### src/hdl/swfp_pkg.sv
// ----------------------------------------------------------------------------
// swfp_pkg
// Shared types and constants for the sync word frame parser.
// ----------------------------------------------------------------------------
package swfp_pkg;

    localparam int PAYLOAD_WORDS_DEFAULT = 3;

    localparam int WORD_W    = 16;
    localparam int SEQ_W     = 8;
    localparam int PHASE_W   = 3;
    localparam int COUNT_W   = 32;
    localparam int PAT_WORDS = 3;
    localparam int PAT_W     = PAT_WORDS * WORD_W;
    localparam int CFG_IDX_W = 1;

    localparam logic [WORD_W-1:0] SYNC_RESET   = 16'hA5A5;
    localparam logic [SEQ_W-1:0]  PREFIX_RESET = 8'h5A;

    localparam logic [PHASE_W-1:0] PHASE_HUNT  = 3'd0;
    localparam logic [PHASE_W-1:0] PHASE_SEQ   = 3'd1;
    localparam logic [PHASE_W-1:0] PHASE_DATA0 = 3'd2;

    typedef enum logic [CFG_IDX_W-1:0] {
        CFG_SYNC_PATTERN = 1'b0,
        CFG_SEQ_PREFIX   = 1'b1
    } cfg_index_t;

    typedef struct packed {
        logic [WORD_W-1:0] rx_word;
        logic              link_error;
    } rx_item_t;

    typedef struct packed {
        logic [WORD_W-1:0] sync_pattern;
        logic [SEQ_W-1:0]  sequence_prefix;
    } cfg_t;

endpackage

### src/hdl/sync_word_frame_parser_unit.sv
// ----------------------------------------------------------------------------
// sync_word_frame_parser_unit
// Sync word deframer: finds sync / sequence / payload frames in a word stream.
// ----------------------------------------------------------------------------
// Takes one 16-bit link word per item and returns one result per item. An
// item can be accepted every clock cycle while out_ready stays high; each item
// passes an input register and is then processed into the parser state,
// which is also the result register, so a result appears once the item has
// passed both registers. in_ready follows out_ready through the input
// register's take signal. Configuration writes are registered and should be
// made while no item is in flight.
module sync_word_frame_parser_unit #(
    parameter int PAYLOAD_WORDS = swfp_pkg::PAYLOAD_WORDS_DEFAULT
) (
    input  logic                               clk,
    input  logic                               rst_n,
    input  logic                               cfg_we,
    input  logic [swfp_pkg::CFG_IDX_W-1:0]     cfg_index,
    input  logic [swfp_pkg::WORD_W-1:0]        cfg_data,
    input  logic                               in_valid,
    output logic                               in_ready,
    input  logic [swfp_pkg::WORD_W-1:0]        rx_word,
    input  logic                               link_error,
    output logic                               out_valid,
    input  logic                               out_ready,
    output logic                               frame_done,
    output logic [swfp_pkg::PAT_W-1:0]         channel_pattern,
    output logic [swfp_pkg::SEQ_W-1:0]         last_sequence,
    output logic [swfp_pkg::COUNT_W-1:0]       good_frames,
    output logic [swfp_pkg::COUNT_W-1:0]       bad_frames,
    output logic [swfp_pkg::COUNT_W-1:0]       resync_count,
    output logic [swfp_pkg::PHASE_W-1:0]       parser_phase
);
    import swfp_pkg::*;

    rx_item_t in_item;
    rx_item_t item;
    logic     item_valid;
    logic     take;
    cfg_t     cfg;

    assign in_item.rx_word    = rx_word;
    assign in_item.link_error = link_error;

    swfp_cfg_regs u_cfg (
        .clk       (clk),
        .rst_n     (rst_n),
        .cfg_we    (cfg_we),
        .cfg_index (cfg_index),
        .cfg_data  (cfg_data),
        .cfg       (cfg)
    );

    swfp_in_stage u_in (
        .clk        (clk),
        .rst_n      (rst_n),
        .in_valid   (in_valid),
        .in_ready   (in_ready),
        .in_item    (in_item),
        .take       (take),
        .item_valid (item_valid),
        .item       (item)
    );

    swfp_core #(
        .PAYLOAD_WORDS (PAYLOAD_WORDS)
    ) u_core (
        .clk             (clk),
        .rst_n           (rst_n),
        .cfg             (cfg),
        .item_valid      (item_valid),
        .item            (item),
        .take            (take),
        .out_valid       (out_valid),
        .out_ready       (out_ready),
        .frame_done      (frame_done),
        .channel_pattern (channel_pattern),
        .last_sequence   (last_sequence),
        .good_frames     (good_frames),
        .bad_frames      (bad_frames),
        .resync_count    (resync_count),
        .parser_phase    (parser_phase)
    );

endmodule

### src/hdl/swfp_in_stage.sv
// ----------------------------------------------------------------------------
// swfp_in_stage
// Input register: holds one received item until the core takes it.
// ----------------------------------------------------------------------------
module swfp_in_stage (
    input  logic              clk,
    input  logic              rst_n,
    input  logic              in_valid,
    output logic              in_ready,
    input  swfp_pkg::rx_item_t in_item,
    input  logic              take,
    output logic              item_valid,
    output swfp_pkg::rx_item_t item
);
    import swfp_pkg::*;

    logic     valid_reg;
    logic     valid_next;
    rx_item_t item_reg;

    assign in_ready   = !valid_reg || take;
    assign valid_next = in_ready ? in_valid : valid_reg;

    always_ff @(posedge clk or negedge rst_n)
    begin
        if (!rst_n)
        begin
            valid_reg <= 1'b0;
        end
        else
        begin
            valid_reg <= valid_next;
        end
    end

    always_ff @(posedge clk)
    begin
        if (in_valid && in_ready)
        begin
            item_reg <= in_item;
        end
    end

    assign item_valid = valid_reg;
    assign item       = item_reg;

endmodule

### src/hdl/swfp_cfg_regs.sv
// ----------------------------------------------------------------------------
// swfp_cfg_regs
// Configuration registers: sync pattern and sequence prefix.
// ----------------------------------------------------------------------------
module swfp_cfg_regs (
    input  logic                                clk,
    input  logic                                rst_n,
    input  logic                                cfg_we,
    input  logic [swfp_pkg::CFG_IDX_W-1:0]      cfg_index,
    input  logic [swfp_pkg::WORD_W-1:0]         cfg_data,
    output swfp_pkg::cfg_t                      cfg
);
    import swfp_pkg::*;

    cfg_t cfg_reg;
    cfg_t cfg_next;

    always_comb
    begin
        cfg_next = cfg_reg;
        if (cfg_we)
        begin
            case (cfg_index_t'(cfg_index))
                CFG_SYNC_PATTERN: cfg_next.sync_pattern    = cfg_data;
                CFG_SEQ_PREFIX:   cfg_next.sequence_prefix = cfg_data[SEQ_W-1:0];
                default:          cfg_next = cfg_reg;
            endcase
        end
    end

    always_ff @(posedge clk or negedge rst_n)
    begin
        if (!rst_n)
        begin
            cfg_reg.sync_pattern    <= SYNC_RESET;
            cfg_reg.sequence_prefix <= PREFIX_RESET;
        end
        else
        begin
            cfg_reg <= cfg_next;
        end
    end

    assign cfg = cfg_reg;

endmodule

### src/hdl/swfp_core.sv
// ----------------------------------------------------------------------------
// swfp_core
// Frame phase tracking, payload capture, publishing and counters. The state
// registers double as the result register.
// ----------------------------------------------------------------------------
module swfp_core #(
    parameter int PAYLOAD_WORDS = swfp_pkg::PAYLOAD_WORDS_DEFAULT
) (
    input  logic                               clk,
    input  logic                               rst_n,
    input  swfp_pkg::cfg_t                     cfg,
    input  logic                               item_valid,
    input  swfp_pkg::rx_item_t                 item,
    output logic                               take,
    output logic                               out_valid,
    input  logic                               out_ready,
    output logic                               frame_done,
    output logic [swfp_pkg::PAT_W-1:0]         channel_pattern,
    output logic [swfp_pkg::SEQ_W-1:0]         last_sequence,
    output logic [swfp_pkg::COUNT_W-1:0]       good_frames,
    output logic [swfp_pkg::COUNT_W-1:0]       bad_frames,
    output logic [swfp_pkg::COUNT_W-1:0]       resync_count,
    output logic [swfp_pkg::PHASE_W-1:0]       parser_phase
);
    import swfp_pkg::*;

    localparam int SLOT_W = (PAYLOAD_WORDS > 1) ? $clog2(PAYLOAD_WORDS) : 1;
    localparam logic [PHASE_W-1:0] PHASE_LAST =
        PHASE_W'(int'(PHASE_DATA0) + PAYLOAD_WORDS - 1);

    logic                out_valid_reg, out_valid_next;
    logic [PHASE_W-1:0]  phase_reg, phase_next;
    logic [SEQ_W-1:0]    pend_seq_reg, pend_seq_next;
    logic [WORD_W-1:0]   hold_reg [PAYLOAD_WORDS];
    logic [PAT_W-1:0]    pattern_reg, pattern_next;
    logic [SEQ_W-1:0]    pub_seq_reg, pub_seq_next;
    logic [COUNT_W-1:0]  good_reg, good_next;
    logic [COUNT_W-1:0]  bad_reg, bad_next;
    logic [COUNT_W-1:0]  resync_reg, resync_next;
    logic                done_reg, done_next;

    logic                is_sync;
    logic                prefix_ok;
    logic                in_data;
    logic [SLOT_W-1:0]   slot;
    logic                hold_we;
    logic [PAT_W-1:0]    pattern_built;

    assign take = item_valid && (!out_valid_reg || out_ready);

    assign is_sync   = (item.rx_word == cfg.sync_pattern);
    assign prefix_ok = (item.rx_word[WORD_W-1:SEQ_W] == cfg.sequence_prefix);
    assign in_data   = (phase_reg >= PHASE_DATA0) && (phase_reg <= PHASE_LAST);
    assign slot      = SLOT_W'(phase_reg - PHASE_DATA0);

    // last payload word comes straight from the current item
    always_comb
    begin
        pattern_built = '0;
        for (int i = 0; i < PAT_WORDS; i++)
        begin
            if (i < PAYLOAD_WORDS)
            begin
                if (i == PAYLOAD_WORDS - 1)
                begin
                    pattern_built[WORD_W*i +: WORD_W] = item.rx_word;
                end
                else
                begin
                    pattern_built[WORD_W*i +: WORD_W] = hold_reg[i];
                end
            end
        end
    end

    always_comb
    begin
        phase_next    = phase_reg;
        pend_seq_next = pend_seq_reg;
        pattern_next  = pattern_reg;
        pub_seq_next  = pub_seq_reg;
        good_next     = good_reg;
        bad_next      = bad_reg;
        resync_next   = resync_reg;
        done_next     = 1'b0;
        hold_we       = 1'b0;

        if (item.link_error)
        begin
            bad_next   = bad_reg + 1'b1;
            phase_next = PHASE_HUNT;
        end
        else if (phase_reg == PHASE_HUNT)
        begin
            if (is_sync)
            begin
                phase_next = PHASE_SEQ;
            end
        end
        else if (phase_reg == PHASE_SEQ)
        begin
            if (prefix_ok)
            begin
                pend_seq_next = item.rx_word[SEQ_W-1:0];
                phase_next    = PHASE_DATA0;
            end
            else if (is_sync)
            begin
                resync_next = resync_reg + 1'b1;
            end
            else
            begin
                bad_next   = bad_reg + 1'b1;
                phase_next = PHASE_HUNT;
            end
        end
        else if (in_data)
        begin
            if (is_sync)
            begin
                resync_next = resync_reg + 1'b1;
                phase_next  = PHASE_SEQ;
            end
            else
            begin
                hold_we = 1'b1;
                if (phase_reg == PHASE_LAST)
                begin
                    pattern_next = pattern_built;
                    pub_seq_next = pend_seq_reg;
                    good_next    = good_reg + 1'b1;
                    done_next    = 1'b1;
                    phase_next   = PHASE_HUNT;
                end
                else
                begin
                    phase_next = phase_reg + 1'b1;
                end
            end
        end
        else
        begin
            phase_next = PHASE_HUNT;
        end
    end

    always_comb
    begin
        out_valid_next = out_valid_reg;
        if (take)
        begin
            out_valid_next = 1'b1;
        end
        else if (out_ready)
        begin
            out_valid_next = 1'b0;
        end
    end

    always_ff @(posedge clk or negedge rst_n)
    begin
        if (!rst_n)
        begin
            out_valid_reg <= 1'b0;
            phase_reg     <= PHASE_HUNT;
            pend_seq_reg  <= '0;
            pattern_reg   <= '0;
            pub_seq_reg   <= '0;
            good_reg      <= '0;
            bad_reg       <= '0;
            resync_reg    <= '0;
            done_reg      <= 1'b0;
            for (int i = 0; i < PAYLOAD_WORDS; i++)
            begin
                hold_reg[i] <= '0;
            end
        end
        else
        begin
            out_valid_reg <= out_valid_next;
            if (take)
            begin
                phase_reg    <= phase_next;
                pend_seq_reg <= pend_seq_next;
                pattern_reg  <= pattern_next;
                pub_seq_reg  <= pub_seq_next;
                good_reg     <= good_next;
                bad_reg      <= bad_next;
                resync_reg   <= resync_next;
                done_reg     <= done_next;
                if (hold_we)
                begin
                    hold_reg[slot] <= item.rx_word;
                end
            end
        end
    end

    assign out_valid       = out_valid_reg;
    assign frame_done      = done_reg;
    assign channel_pattern = pattern_reg;
    assign last_sequence   = pub_seq_reg;
    assign good_frames     = good_reg;
    assign bad_frames      = bad_reg;
    assign resync_count    = resync_reg;
    assign parser_phase    = phase_reg;

endmodule

### config.mk
export PLATFORM = sky130hd
export DESIGN_NAME = sync_word_frame_parser_unit
export DESIGN_NICKNAME = d
export VERILOG_FILES = /design/src/hdl/swfp_pkg.sv /design/src/hdl/sync_word_frame_parser_unit.sv /design/src/hdl/swfp_in_stage.sv /design/src/hdl/swfp_cfg_regs.sv /design/src/hdl/swfp_core.sv
export SDC_FILE = /design/constraint.sdc
export NUM_CORES = 1
export LEC_CHECK = 0
export BUFFER_PORTS_ARGS = -buffer_cell sky130_fd_sc_hd__buf_2
export CAP_MARGIN = 0
export CORE_MARGIN = 5
export CORE_UTILIZATION = 55
export DETAILED_ROUTE_END_ITERATION = 7
export GPL_ROUTABILITY_DRIVEN = 1
export PLACE_DENSITY = 0.79
export SKIP_LAST_GASP = 1
export SLEW_MARGIN = 20
export SYNTH_ARGS = -nofsm -noshare
export SYNTH_HDL_FRONTEND = slang
export SYNTH_SLANG_ARGS = --single-unit
### constraint.sdc
create_clock -name clk -period 2.7 [get_ports clk]
set_input_delay 0.405 -clock clk [delete_from_list [all_inputs] [get_ports clk]]
set_output_delay 0.405 -clock clk [all_outputs]
set_load 0.02 [all_outputs]
# Word-level counts from Yosys, hierarchy flattened
# Index checks and enable logic that the tools add are counted.
op_classes:
  add_sub_neg: 5
  magnitude_cmp: 4
  n_eq_ne: 10
  n_mux: 34
  n_bitwise: 6
  reduce_logical: 20
op_table:
  columns: ["operator", "count"]
  rows:
  - ["$mux W32", 9]
  - ["$add A32 B1 Y32 const B", 3]
  - ["$bwmux W48", 1]
  - ["$demux W16 S2", 1]
  - ["$mux W3", 9]
  - ["$eq A16 B16 Y1", 1]
  - ["$mux W16", 1]
  - ["$reduce_and A5 Y1", 3]
  - ["$mux W1", 13]
  - ["$eq A8 B8 Y1", 1]
  - ["$ne A2 B2 Y1 const B", 4]
  - ["$reduce_and A7 Y1", 1]
  - ["$reduce_and A2 Y1", 3]
  - ["$reduce_bool A2 Y1", 3]
  - ["$ne A5 B5 Y1 const B", 1]
  - ["$not A1 Y1", 5]
  - ["$logic_and A1 B1 Y1", 4]
  - ["$add A3 B1 Y3 const B", 1]
  - ["$eq A3 B1 Y1 const B", 1]
  - ["$eq A3 B3 Y1 const B", 1]
  - ["$ge A3 B2 Y1 const B", 1]
  - ["$ge A3 B3 Y1 const B", 1]
  - ["$le A3 B3 Y1 const B", 1]
  - ["$logic_not A3 Y1", 1]
  - ["7 further kinds", 9]
word_totals:
  ff_bits: 255
  out_inout_bits: 158
  wordCells: 96

# Depth between registers and ports, before layout
# Gate-level depths: netlist (run 1).
depth:
  ltp_word: 7
  depth_mapped: 9
  depth_no_buf: 8

# By module
# From an unflattened synthesis (run 1), not the netlist that was laid out.
unflattened:
  hier_cells: 869
  hier_area_um2: 10500.1
modules_own_cells:
  columns: ["mod", "n_inst", "cells_each", "area_per_inst_um2"]
  rows:
  - ["swfp_core", 1, 796, 8976.1]
  - ["swfp_cfg_regs", 1, 52, 959.7]
  - ["swfp_in_stage", 1, 21, 564.3]

# Least setup slack after synthesis (run 1)
# Ideal clock, no wire load.
synth_path:
  kind: "reg2reg"
  from: "register u_core.phase_reg[1], in the netlist u_core.parser_phase[1]"
  to: "register u_core.hold_reg[22] (netlist name)"
  setup_ns: 0.125
  arrival_ns: 2.420
  required_time_ns: 2.575
  path_slack_ns: 0.156
  path_stages_with_launch: 9
  path_buffers: 1
  synth_period_minus_slack_ns: 2.544
  cell_sequence: "dfrtp_1 inv_1 ha_1 or2_0 or3_4 a2111oi_4 nand2_2 buf_6 mux2_2"
synth_via:
  elab_chain_len: 7
  word_cells_on_any_way: 18
  classes_between: "add/sub (1); order compare (4); eq/ne (1); mux (7); bitwise (1); reduce/logical (4)"
synth_rtl:
  columns: ["element", "line_no", "source"]
  rows:
  - ["start, declared", "swfp_core.sv:32", "logic [PHASE_W-1:0] phase_reg, phase_next;"]
  - ["start signal, assigned", "swfp_core.sv:183", "phase_reg <= phase_next;"]
  - ["$sub A2 B2 Y2 (tied with other cells)", "swfp_core.sv:54", "assign slot = SLOT_W'(phase_reg - PHASE_DATA0);"]
  - ["$not A2 Y3 (not written as such) or $logic_and A1 B1 Y1 (tied branches)", "swfp_core.sv:193, swfp_core.sv:53", null]
  - ["$ge A3 B3 Y1 (not written as such) (tied with other cells)", "swfp_core.sv:193", "hold_reg[slot] <= item.rx_word;"]
  - ["$logic_and A1 B1 Y1 (not written as such) or $mux W1 (tied branches)", "swfp_core.sv:193, swfp_core.sv:100", null]
  - ["$mux W16 (not written as such) or $mux W1 (tied branches)", "swfp_core.sv:193, swfp_core.sv:93", null]
  - ["$demux W16 S2 or $mux W1 (tied branches)", "swfp_core.sv:193, swfp_core.sv:88", null]
  - ["$bwmux W48 or $reduce_and A2 Y1 (tied branches)", null, null]
  - ["end signal, assigned by index", "swfp_core.sv:193", null]
  - ["end, declared", "swfp_core.sv:34", "logic [WORD_W-1:0] hold_reg [PAYLOAD_WORDS];"]
# Parallel ways exist; a longest one is shown, timed or not.
# A chain may end at the register's enable or synchronous reset.

# Final worst setup path (run 1)
layout_path:
  from: "register u_core.phase_reg[0], in the netlist u_core.parser_phase[0]"
  to: "register u_core.hold_reg[29] (netlist name)"
# Same word-level chain as after synthesis.

==> results of run 1 <==
## layout by cell type, fill, tap and decap left out, types with 17 or more instances in the layout
master	synthesis	layout
buf_4	0	49
nor3_1	25	25
xor2_1	52	52
edfxtp_1	17	17
xnor2_1	65	65
inv_1	18	18
nand2_1	221	220
mux2_2	65	65
nor2_1	30	28
nand3_1	36	36
dfrtp_1	210	210
nand4_1	37	37
clkbuf_16	0	25
buf_2	6	195
## layout make-up
class | count | share of cell area [%]
flip-flops and latches | 239 | 48.2
multi-input cells | 621 | 31.8
repair buffers | 248 | 11.2
clock buffers | 38 | 5.90
well taps | 229 | 2.27
inverters | 18 | 0.535
clock inverters | 3 | 0.168
diodes | 2 | 0.0396
## through the flow
stage | hold slack [ns] | cell area [sq um] | setup WS [ns] | setup TNS (ns)
floorplan | 0.109 | 10200 | 0.156 | 0
global placement | 0.444 | 11800 | 0.0564 | 0
detailed placement | 0.454 | 11800 | -0.00979 | -0.0245
CTS | 0.0493 | 12600 | -0.0304 | -0.552
global route | 0.0465 | 12600 | -0.0179 | -0.0424
finish | 0.0618 | 12600 | 0.102 | 0
## kinds of logic (layout without fill, tap and decap cells)
kind of cell | after synthesis | in the layout | share of synthesized area [%]
AND/OR/NAND/NOR | 415 | 416 | 19.2
XOR/XNOR | 117 | 117 | 10.0
adder cells (fa/ha/maj) | 7 | 7 | 0.857
AO/OA/AOI/OAI | 16 | 16 | 1.25
other | 0 | 2 | 0
multiplexers | 65 | 65 | 7.16
flip-flops | 239 | 239 | 59.5
buffers and inverters | 47 | 307 | 2.02
## critical path: stages (launching register included)
cell and delay [ns]:
dfrtp_1 0.44, inv_1 0.10, ha_1 0.22, buf_4 0.15, or2_0 0.24, or3_4 0.37, a2111oi_4 0.29, buf_4 0.19
nand2_4 0.16, mux2_2 0.32
## worst max-delay path by stage
| stage | to | slack, ns | depth (start not counted) |
|---|---|---|---|
| final | u_core.hold_reg[29] | 0.10 | 9 |
| after CTS | u_core.hold_reg[29] | -0.03 | 8 |
| after global placement | u_core.bad_frames[4] | 0.06 | 8 |
| after floorplan | u_core.hold_reg[22] | 0.16 | 8 |
| after global routing | u_core.resync_count[17] | -0.02 | 9 |
| after detailed placement | u_core.hold_reg[42] | -0.01 | 8 |
## per-layer routing
layer | GRT usage, % | vias up
li1 | - | 3545
met1 | 32.4 | 3763
met5 | 0 | -
met2 | 39.3 | 260
met4 | 5.17 | 0
met3 | 3.87 | 44
## where the power goes
part | leakage (uW) | internal [uW] | switching, uW
clock network | 0.000374 | 1880 | 1340
registers | 0.00314 | 3750 | 129
logic | 0.00316 | 222 | 297
total | 0.00667 | 5850 | 1760
## what timing repair did
action / CTS / global route
gates cloned: 0 / 1
setup buffers: 0 / 1
pin swaps: 0 / 2
resized for setup: 1 / 11
endpoints found under the setup margin: 34 / 70
hold endpoints to repair: 84 / 0
hold buffers: 1 / 0
==> run_results.csv, run 1 <==
group,metric,value,unit
die,die_height,146,microns
worst_setup_path,r2r_slack,0.10,ns
sta,fmax,0.385,GHz
cts,clock-sinks,239,
routing,wl_met3,1640,microns
worst_setup_path,cp.arrival,3.00,ns
global_route,grt_overflow,0,
final_layout,n_fill_cell,1360,
worst_setup_path,cp.required,3.10,ns
run_status,status,"finished clean",
cts,cts_tree,"yes",
logic_synthesis,synth_most_common_cell,"nand2_1",
routing,dr_wl_met2,12400,microns
worst_hold_path,holdCritPathClass,"input port to flop",
logic_synthesis,synth_area,0.0102,sq mm
final_layout,layout-drive-gt1-share,32.7,%
logic_synthesis,synth_common_cells,"221 x nand2_1, 210 x dfrtp_1, 65 x mux2_2, 65 x xnor2_1, 52 x xor2_1",
global_route,antenna_found_initial,2,
pwr,ir_drop,0.483,mV
final_layout,multi_input_area,0.00401,sq mm
worst_setup_path,ff2ff_path_depth,9,
worst_setup_path,end_kind,"flop",
pwr,finalPower,7620,uW
pwr,leakagePower,0.00667,uW
logic_synthesis,synth_area_leaders,"dfrtp_1 51%, nand2_1 8.1%, mux2_2 7.2%",
sta,timing.final.crit_share,96.2,%
logic_synthesis,syn-num-nets,952,
logic_synthesis,synth-seq-cells,239,
logic_synthesis,syn_area_per_cell,11.3,sq um
logic_synthesis,synth.largest_area_cell,"dfrtp_1",
logic_synthesis,postSynthCellCount,906,
routing,wirelength,25200,microns
sta,fin_crit,2.60,ns
cts,cts_buffers,25,
worst_hold_path,hp-start,"rx_word[15]",
final_layout,largest_reg_flops,48,
routing,avgRoutedWirePerCell,18.0,microns
logic_synthesis,synth_flop_cell,"dfrtp_1",
routing,first_iter_violations,415,
worst_setup_path,startpoint,"u_core.parser_phase[0]",
sta,hold_violations,0,
logic_synthesis,async_flop_share,92.9,%
worst_setup_path,r2r-start,"u_core.parser_phase[0]",
cts,clockBufferDepth,3,
sta,tightestPinTransition,1.04,ns
sta,max_slew_margin,30.8,%
die,die-area,0.0214,sq mm
worst_hold_path,min_to,"u_in.item[16]",
die,rows,49,
routing,viasPerCell,5.44,
logic_synthesis,synth_edf_count,17,
routing,top_layer,"met4",
sta,setup_viol,0,
worst_setup_path,critical_path_class,"flop to flop",
logic_synthesis,synth.top_cell.area_share,51.4,%
final_layout,final_util,69.6,%
global_route,grt_pass1_vias,7777,
placement,port_buffers,196,
routing,drt_pass1_iterations,5,
worst_setup_path,r2r-end,"u_core.hold_reg[29]",
sta,final_max_slew_viol_count,0,
logic_synthesis,yosysWarnings,0,
global_route,grt_pass1_wl,41200,microns
cts,root_buffer,"clkbuf_16",
final_layout,nNetsFinal,1199,
die,fp.coreArea,0.0181,sq mm
final_layout,stdcell_count,1398,
die,boundaryPins,197,
logic_synthesis,synth_cell_types,45,
routing,vias,7612,
placement,hpwl,18000,microns
logic_synthesis,synth_seq_area_share,59.5,%
die,start_util,56.3,%
die,die_x,146,microns
worst_hold_path,min_path_cells,1,
sta,skew,0.0137,ns
cts,clk_pin_slew,0.06,ns
placement,globalplace.congestion,0.878,
placement,place_inst,1352,
routing,met1_length,10700,microns
routing,drc_errors,0,
cts,clk_latency,0.52,ns
global_route,grt_max_degree,91,
routing,ant_nets,0,
global_route,grt_use_total,23.4,%
worst_setup_path,cp_max_fo,17,
flow_run,drv_cap,0,
worst_setup_path,crit_path_start_kind,"flop",
final_layout,seqCellArea,0.00608,sq mm
pwr,power_density,603,mW/mm^2
cts,cts_max_level,1,
final_layout,area_growth_syn_to_layout,23.5,%
No activity file was read; power rests on OpenSTA's default activity.
==> run 2: changes to the inputs <==
--- a/config.mk
+++ b/config.mk
@@ -5,13 +5,13 @@
 export SDC_FILE = /design/constraint.sdc
 export NUM_CORES = 1
 export LEC_CHECK = 0
-export BUFFER_PORTS_ARGS = -buffer_cell sky130_fd_sc_hd__buf_2
+export BUFFER_PORTS_ARGS = -buffer_cell sky130_fd_sc_hd__clkbuf_2
 export CAP_MARGIN = 0
 export CORE_MARGIN = 5
 export CORE_UTILIZATION = 55
 export DETAILED_ROUTE_END_ITERATION = 7
 export GPL_ROUTABILITY_DRIVEN = 1
-export PLACE_DENSITY = 0.79
+export PLACE_DENSITY = 0.81
 export SKIP_LAST_GASP = 1
 export SLEW_MARGIN = 20
 export SYNTH_ARGS = -nofsm -noshare
==> run_results.csv, run 2 (same netlist as run 1, synthesis figures left out) <==
group,metric,value,unit
run_status,status,"finished clean",
final_layout,final_util,68.8,%
die,die_x,146,microns
die,fp.coreArea,0.0181,sq mm
final_layout,n_fill_cell,1319,
cts,clockBufferDepth,3,
global_route,grt_pass1_wl,40600,microns
cts,clock-sinks,239,
pwr,power_density,597,mW/mm^2
worst_setup_path,cp.arrival,3.07,ns
worst_setup_path,critical_path_class,"flop to flop",
placement,port_buffers,196,
worst_setup_path,r2r_slack,0.03,ns
routing,wirelength,24500,microns
die,die_height,146,microns
die,die-area,0.0214,sq mm
routing,avgRoutedWirePerCell,17.7,microns
pwr,finalPower,7450,uW
flow_run,drv_cap,0,
worst_setup_path,max_stage_delay,0.45,ns
final_layout,nNetsFinal,1186,
worst_setup_path,end_kind,"flop",
routing,drt_pass1_iterations,4,
worst_setup_path,cp_max_fo,17,
sta,final_max_slew_viol_count,0,
worst_setup_path,crit_chain,"inv_1, ha_1, or2_0, or3_4, a2111oi_4, nand2_2, mux2_2",
global_route,grt_overflow,0,
cts,cts_tree,"yes",
final_layout,largest_reg_flops,48,
placement,placed_cell_area,0.0117,sq mm
sta,rsz0062_at_grt,"yes",
worst_setup_path,critPathSlowestCell,"dfrtp_1",
placement,hpwl,17800,microns
global_route,antenna_found_initial,1,
worst_setup_path,cp.required,3.10,ns
sta,hold_violations,0,
routing,first_iter_violations,497,
routing,drc_errors,0,
sta,fmax,0.375,GHz
routing,vias,7595,
sta,fin_crit,2.67,ns
sta,setup_viol,0,
cts,clk_pin_slew,0.06,ns
sta,skew,0.0203,ns
final_layout,design_area,0.0125,sq mm
placement,globalplace.congestion,0.854,
final_layout,layout-drive-gt1-share,32.1,%
sta,timing.final.crit_share,98.8,%
die,boundaryPins,197,
cts,root_buffer,"clkbuf_16",
cts,cts_max_level,1,
global_route,grt_use_total,22.9,%
final_layout,area_growth_syn_to_layout,22.1,%
final_layout,layout_common_cells,"220 x nand2_1, 210 x dfrtp_1, 195 x clkbuf_2",
pwr,leakagePower,0.00646,uW
sta,tightestPinTransition,1.08,ns
pwr,ir_drop,0.525,mV
worst_hold_path,holdCritPathClass,"input port to flop",
cts,cts_buffers,24,
routing,ant_nets,0,
routing,viasPerCell,5.49,
cts,clk_latency,0.52,ns
sta,max_slew_margin,27.8,%
die,start_util,56.3,%
worst_setup_path,crit_path_start_kind,"flop",
die,rows,49,
global_route,grt_max_degree,94,
global_route,grt_pass1_vias,7744,
sta,whs,0.0595,ns
final_layout,final_common_cell,"nand2_1",
-- run 2: final timing paths --
| path | startpoint | cells after the start | endpoint |
|---|---|---|---|
| min in group asynchronous | rst_n | 2 | u_core.good_frames[10] |
| min | rx_word[6] | 1 | u_in.item[7] |
| max | u_core.parser_phase[0] | 7 | u_core.hold_reg[26] |
| max in group asynchronous | rst_n | 3 | u_core.bad_frames[23] |
| max reg2reg | u_core.parser_phase[0] | 7 | u_core.hold_reg[26] |
| min reg2reg | u_core.hold_reg[36] | 2 | u_core.channel_pattern[4] |
-- run 2: final cells by class --
class,count,area (sq um),share of cell area (%)
Sequential cell,239,6080,48.7
Antenna cell,1,2.50,0.0200
Clock buffer,32,681,5.45
Clock inverter,8,51.3,0.411
Tap cell,229,287,2.29
Multi-Input combinational cell,620,3980,31.9
Inverter,18,67.6,0.541
Timing Repair Buffer,237,1340,10.7
-- run 2: metal layers --
layer	wire (microns)	global-route usage, %	part of all wire, %	vias to the layer above
met5	0	0	0	-
met3	1410	3.66	5.7	48
met2	11800	37.0	48	259
li1	-	-	-	3531
met1	10700	32.6	44	3757
met4	617	6.54	2.5	0
-- run 2: what timing repair did --
item | in CTS | in global routing
resized for setup | 0 | 6
hold endpoints to repair | 77 | 0
setup buffers | 0 | 0
setup endpoints to repair | 0 | 52
hold buffers | 1 | 0
-- run 2: critical path, delay by kind of cell (launching register included) --
kind | cells | cell delay (ns)
fa+ha+maj | 1 | 0.27
flops | 1 | 0.45
simple gates | 3 | 0.93
buf+inv | 1 | 0.10
compound gates | 1 | 0.40
mux | 1 | 0.39
-- run 2: through the flow --
step	setup WS, ns	TNS [ns]	cells
6_report	0.0313	0	1384
5_1_grt	-0.0803	-1.70	1384
3_3_place_gp	0.181	0	1342
2_1_floorplan	0.156	0	906
3_5_place_dp	0.0457	0	1342
4_1_cts	0.0411	0	1383
-- run 2: where the power goes --
part | switching [uW] | internal [uW] | total (uW)
sequential | 134 | 3750 | 3890
combinational | 284 | 212 | 496
clock | 1310 | 1760 | 3070
==> run 3: changes to the inputs <==
--- a/config.mk
+++ b/config.mk
@@ -9,6 +9,7 @@
 export CAP_MARGIN = 0
 export CORE_MARGIN = 5
 export CORE_UTILIZATION = 55
+export CTS_BUF_LIST = sky130_fd_sc_hd__clkbuf_16
 export DETAILED_ROUTE_END_ITERATION = 7
 export GPL_ROUTABILITY_DRIVEN = 1
 export PLACE_DENSITY = 0.81
==> run_results.csv, run 3 (same netlist as run 1, synthesis figures left out) <==
group,metric,value,unit
run_status,status,"finished clean",
sta,setup_viol,0,
sta,tightestPinTransition,1.09,ns
pwr,seqPwrFrac,53.3,%
sta,fmax,0.373,GHz
pwr,switching_share,23.6,%
global_route,grt_max_degree,94,
pwr,power_frac_comb,6.8,%
worst_setup_path,critical_path_class,"flop to flop",
cts,cts_max_level,1,
cts,root_buffer,"clkbuf_16",
worst_setup_path,max_stage_delay,0.45,ns
sta,hold_violations,0,
final_layout,layout_common_cells,"220 x nand2_1, 210 x dfrtp_1, 195 x clkbuf_2",
pwr,clock_power_share,39.9,%
worst_setup_path,cp.required,3.09,ns
final_layout,nNetsFinal,1186,
final_layout,n_fill_cell,1335,
pwr,leakagePower,0.00645,uW
pwr,finalPower,7290,uW
final_layout,final_common_cell,"nand2_1",
die,die_height,146,microns
die,start_util,56.3,%
placement,hpwl,17800,microns
worst_setup_path,end_kind,"flop",
pwr,power_switching,1720,uW
cts,clk_pin_slew,0.06,ns
placement,port_buffers,196,
routing,wirelength,24400,microns
sta,whs,0.0615,ns
sta,skew,0.0184,ns
sta,fin_crit,2.68,ns
worst_setup_path,critPathSlowestCell,"dfrtp_1",
cts,clock-sinks,239,
die,boundaryPins,197,
sta,rsz0062_at_grt,"yes",
routing,drc_errors,0,
cts,cts_buffers,24,
final_layout,design_area,0.0124,sq mm
cts,clockBufferDepth,3,
routing,drt_pass1_iterations,5,
sta,timing.final.crit_share,99.3,%
die,rows,49,
worst_setup_path,crit_path_start_kind,"flop",
global_route,grt_pass1_vias,7729,
worst_setup_path,cp_max_fo,17,
routing,first_iter_violations,483,
worst_hold_path,holdCritPathClass,"input port to flop",
die,die_x,146,microns
cts,cts_setup_buffers,0,
routing,viasPerCell,5.47,
global_route,grt_overflow,0,
worst_setup_path,crit_chain,"inv_1, ha_1, or2_0, or3_4, a2111oi_4, nand2_2, mux2_2",
pwr,ir_drop,0.525,mV
flow_run,drv_cap,0,
die,fp.coreArea,0.0181,sq mm
global_route,antenna_found_initial,1,
placement,placed_cell_area,0.0117,sq mm
pwr,p_int,5570,uW
global_route,grt_use_total,22.9,%
sta,max_slew_margin,27.2,%
die,die-area,0.0214,sq mm
routing,avgRoutedWirePerCell,17.6,microns
routing,ant_nets,0,
final_layout,layout-drive-gt1-share,31.7,%
cts,cts_tree,"yes",
global_route,grt_pass1_wl,40600,microns
routing,vias,7570,
placement,place_inst,1342,
final_layout,stdcell_count,1384,
placement,globalplace.congestion,0.854,
sta,final_max_slew_viol_count,0,
pwr,power_density,586,mW/mm^2
worst_setup_path,cp.arrival,3.07,ns
cts,clk_latency,0.52,ns
final_layout,area_growth_syn_to_layout,21.6,%
final_layout,largest_reg_flops,48,
run 3: changes by cell type in the layout (fill, tap and decap cells not counted):
cell,delta
clkbuf_1,-3
clkbuf_8,-5
clkinv_1,+5
inv_1,+3
run 3: per-layer routing:
metal / part of all wire [%] / up-vias / global-route usage [%]
met4: 2.9 / 0 / 6.68
met2: 48 / 237 / 37.0
met3: 5.2 / 57 / 3.50
li1: - / 3523 / -
met5: 0 / - / 0
met1: 44 / 3753 / 32.6
run 3: final cells by class:
cell class	count	area [sq um]	area share, %
sequential	239	6080	48.9
tap	229	287	2.30
multi-input combinational	620	3980	32.0
timing repair buffer	237	1340	10.8
antenna	1	2.50	0.0201
inverter	18	67.6	0.543
clock buffer	24	601	4.83
clock inverter	16	81.3	0.654
run 3: worst paths after layout:
kind                                              from  depth (start not counted)  slack [ns]                         to
max in group asynchronous                        rst_n                          3        1.44      u_core.bad_frames[30]
min in group asynchronous                        rst_n                          2        0.50     u_core.good_frames[10]
worst max-delay path            u_core.parser_phase[0]                          7        0.02        u_core.hold_reg[26]
worst max register to register  u_core.parser_phase[0]                          7        0.02        u_core.hold_reg[26]
worst min register to register     u_core.hold_reg[36]                          2        0.46  u_core.channel_pattern[4]
worst min-delay path                        rx_word[6]                          1        0.06               u_in.item[7]
run 3: through the flow:
stage               setup slack [ns]  util (%)  TNS, ns
finish                        0.0195      68.5        0
global route                 -0.0795      68.5    -1.70
CTS                           0.0411      68.3        0
detailed placement            0.0457      64.5        0
global placement               0.181      64.5        0
floorplan                      0.156         -        0
run 3: power by group through the flow:
stage	registers (uW)	logic, uW	clock network, uW
floorplan	3950	228	0
global placement	3940	486	0
detailed placement	3950	497	0
CTS	3880	501	2970
global route	3900	548	3130
finish	3880	495	2910
run 3: worst max-delay path: cells and delay by family, from the launching register on:
family	cells	cell delay (ns)
buf+inv	1	0.10
flops	1	0.45
compound gates	1	0.40
simple gates	3	0.93
fa+ha+maj	1	0.28
mux	1	0.39
run 3: what timing repair did:
action                                  4_1_cts  5_1_grt
gates resized for setup                       0        6
endpoints found under the setup margin        0       52
hold buffers                                  1        0
hold endpoints to repair                     77        0
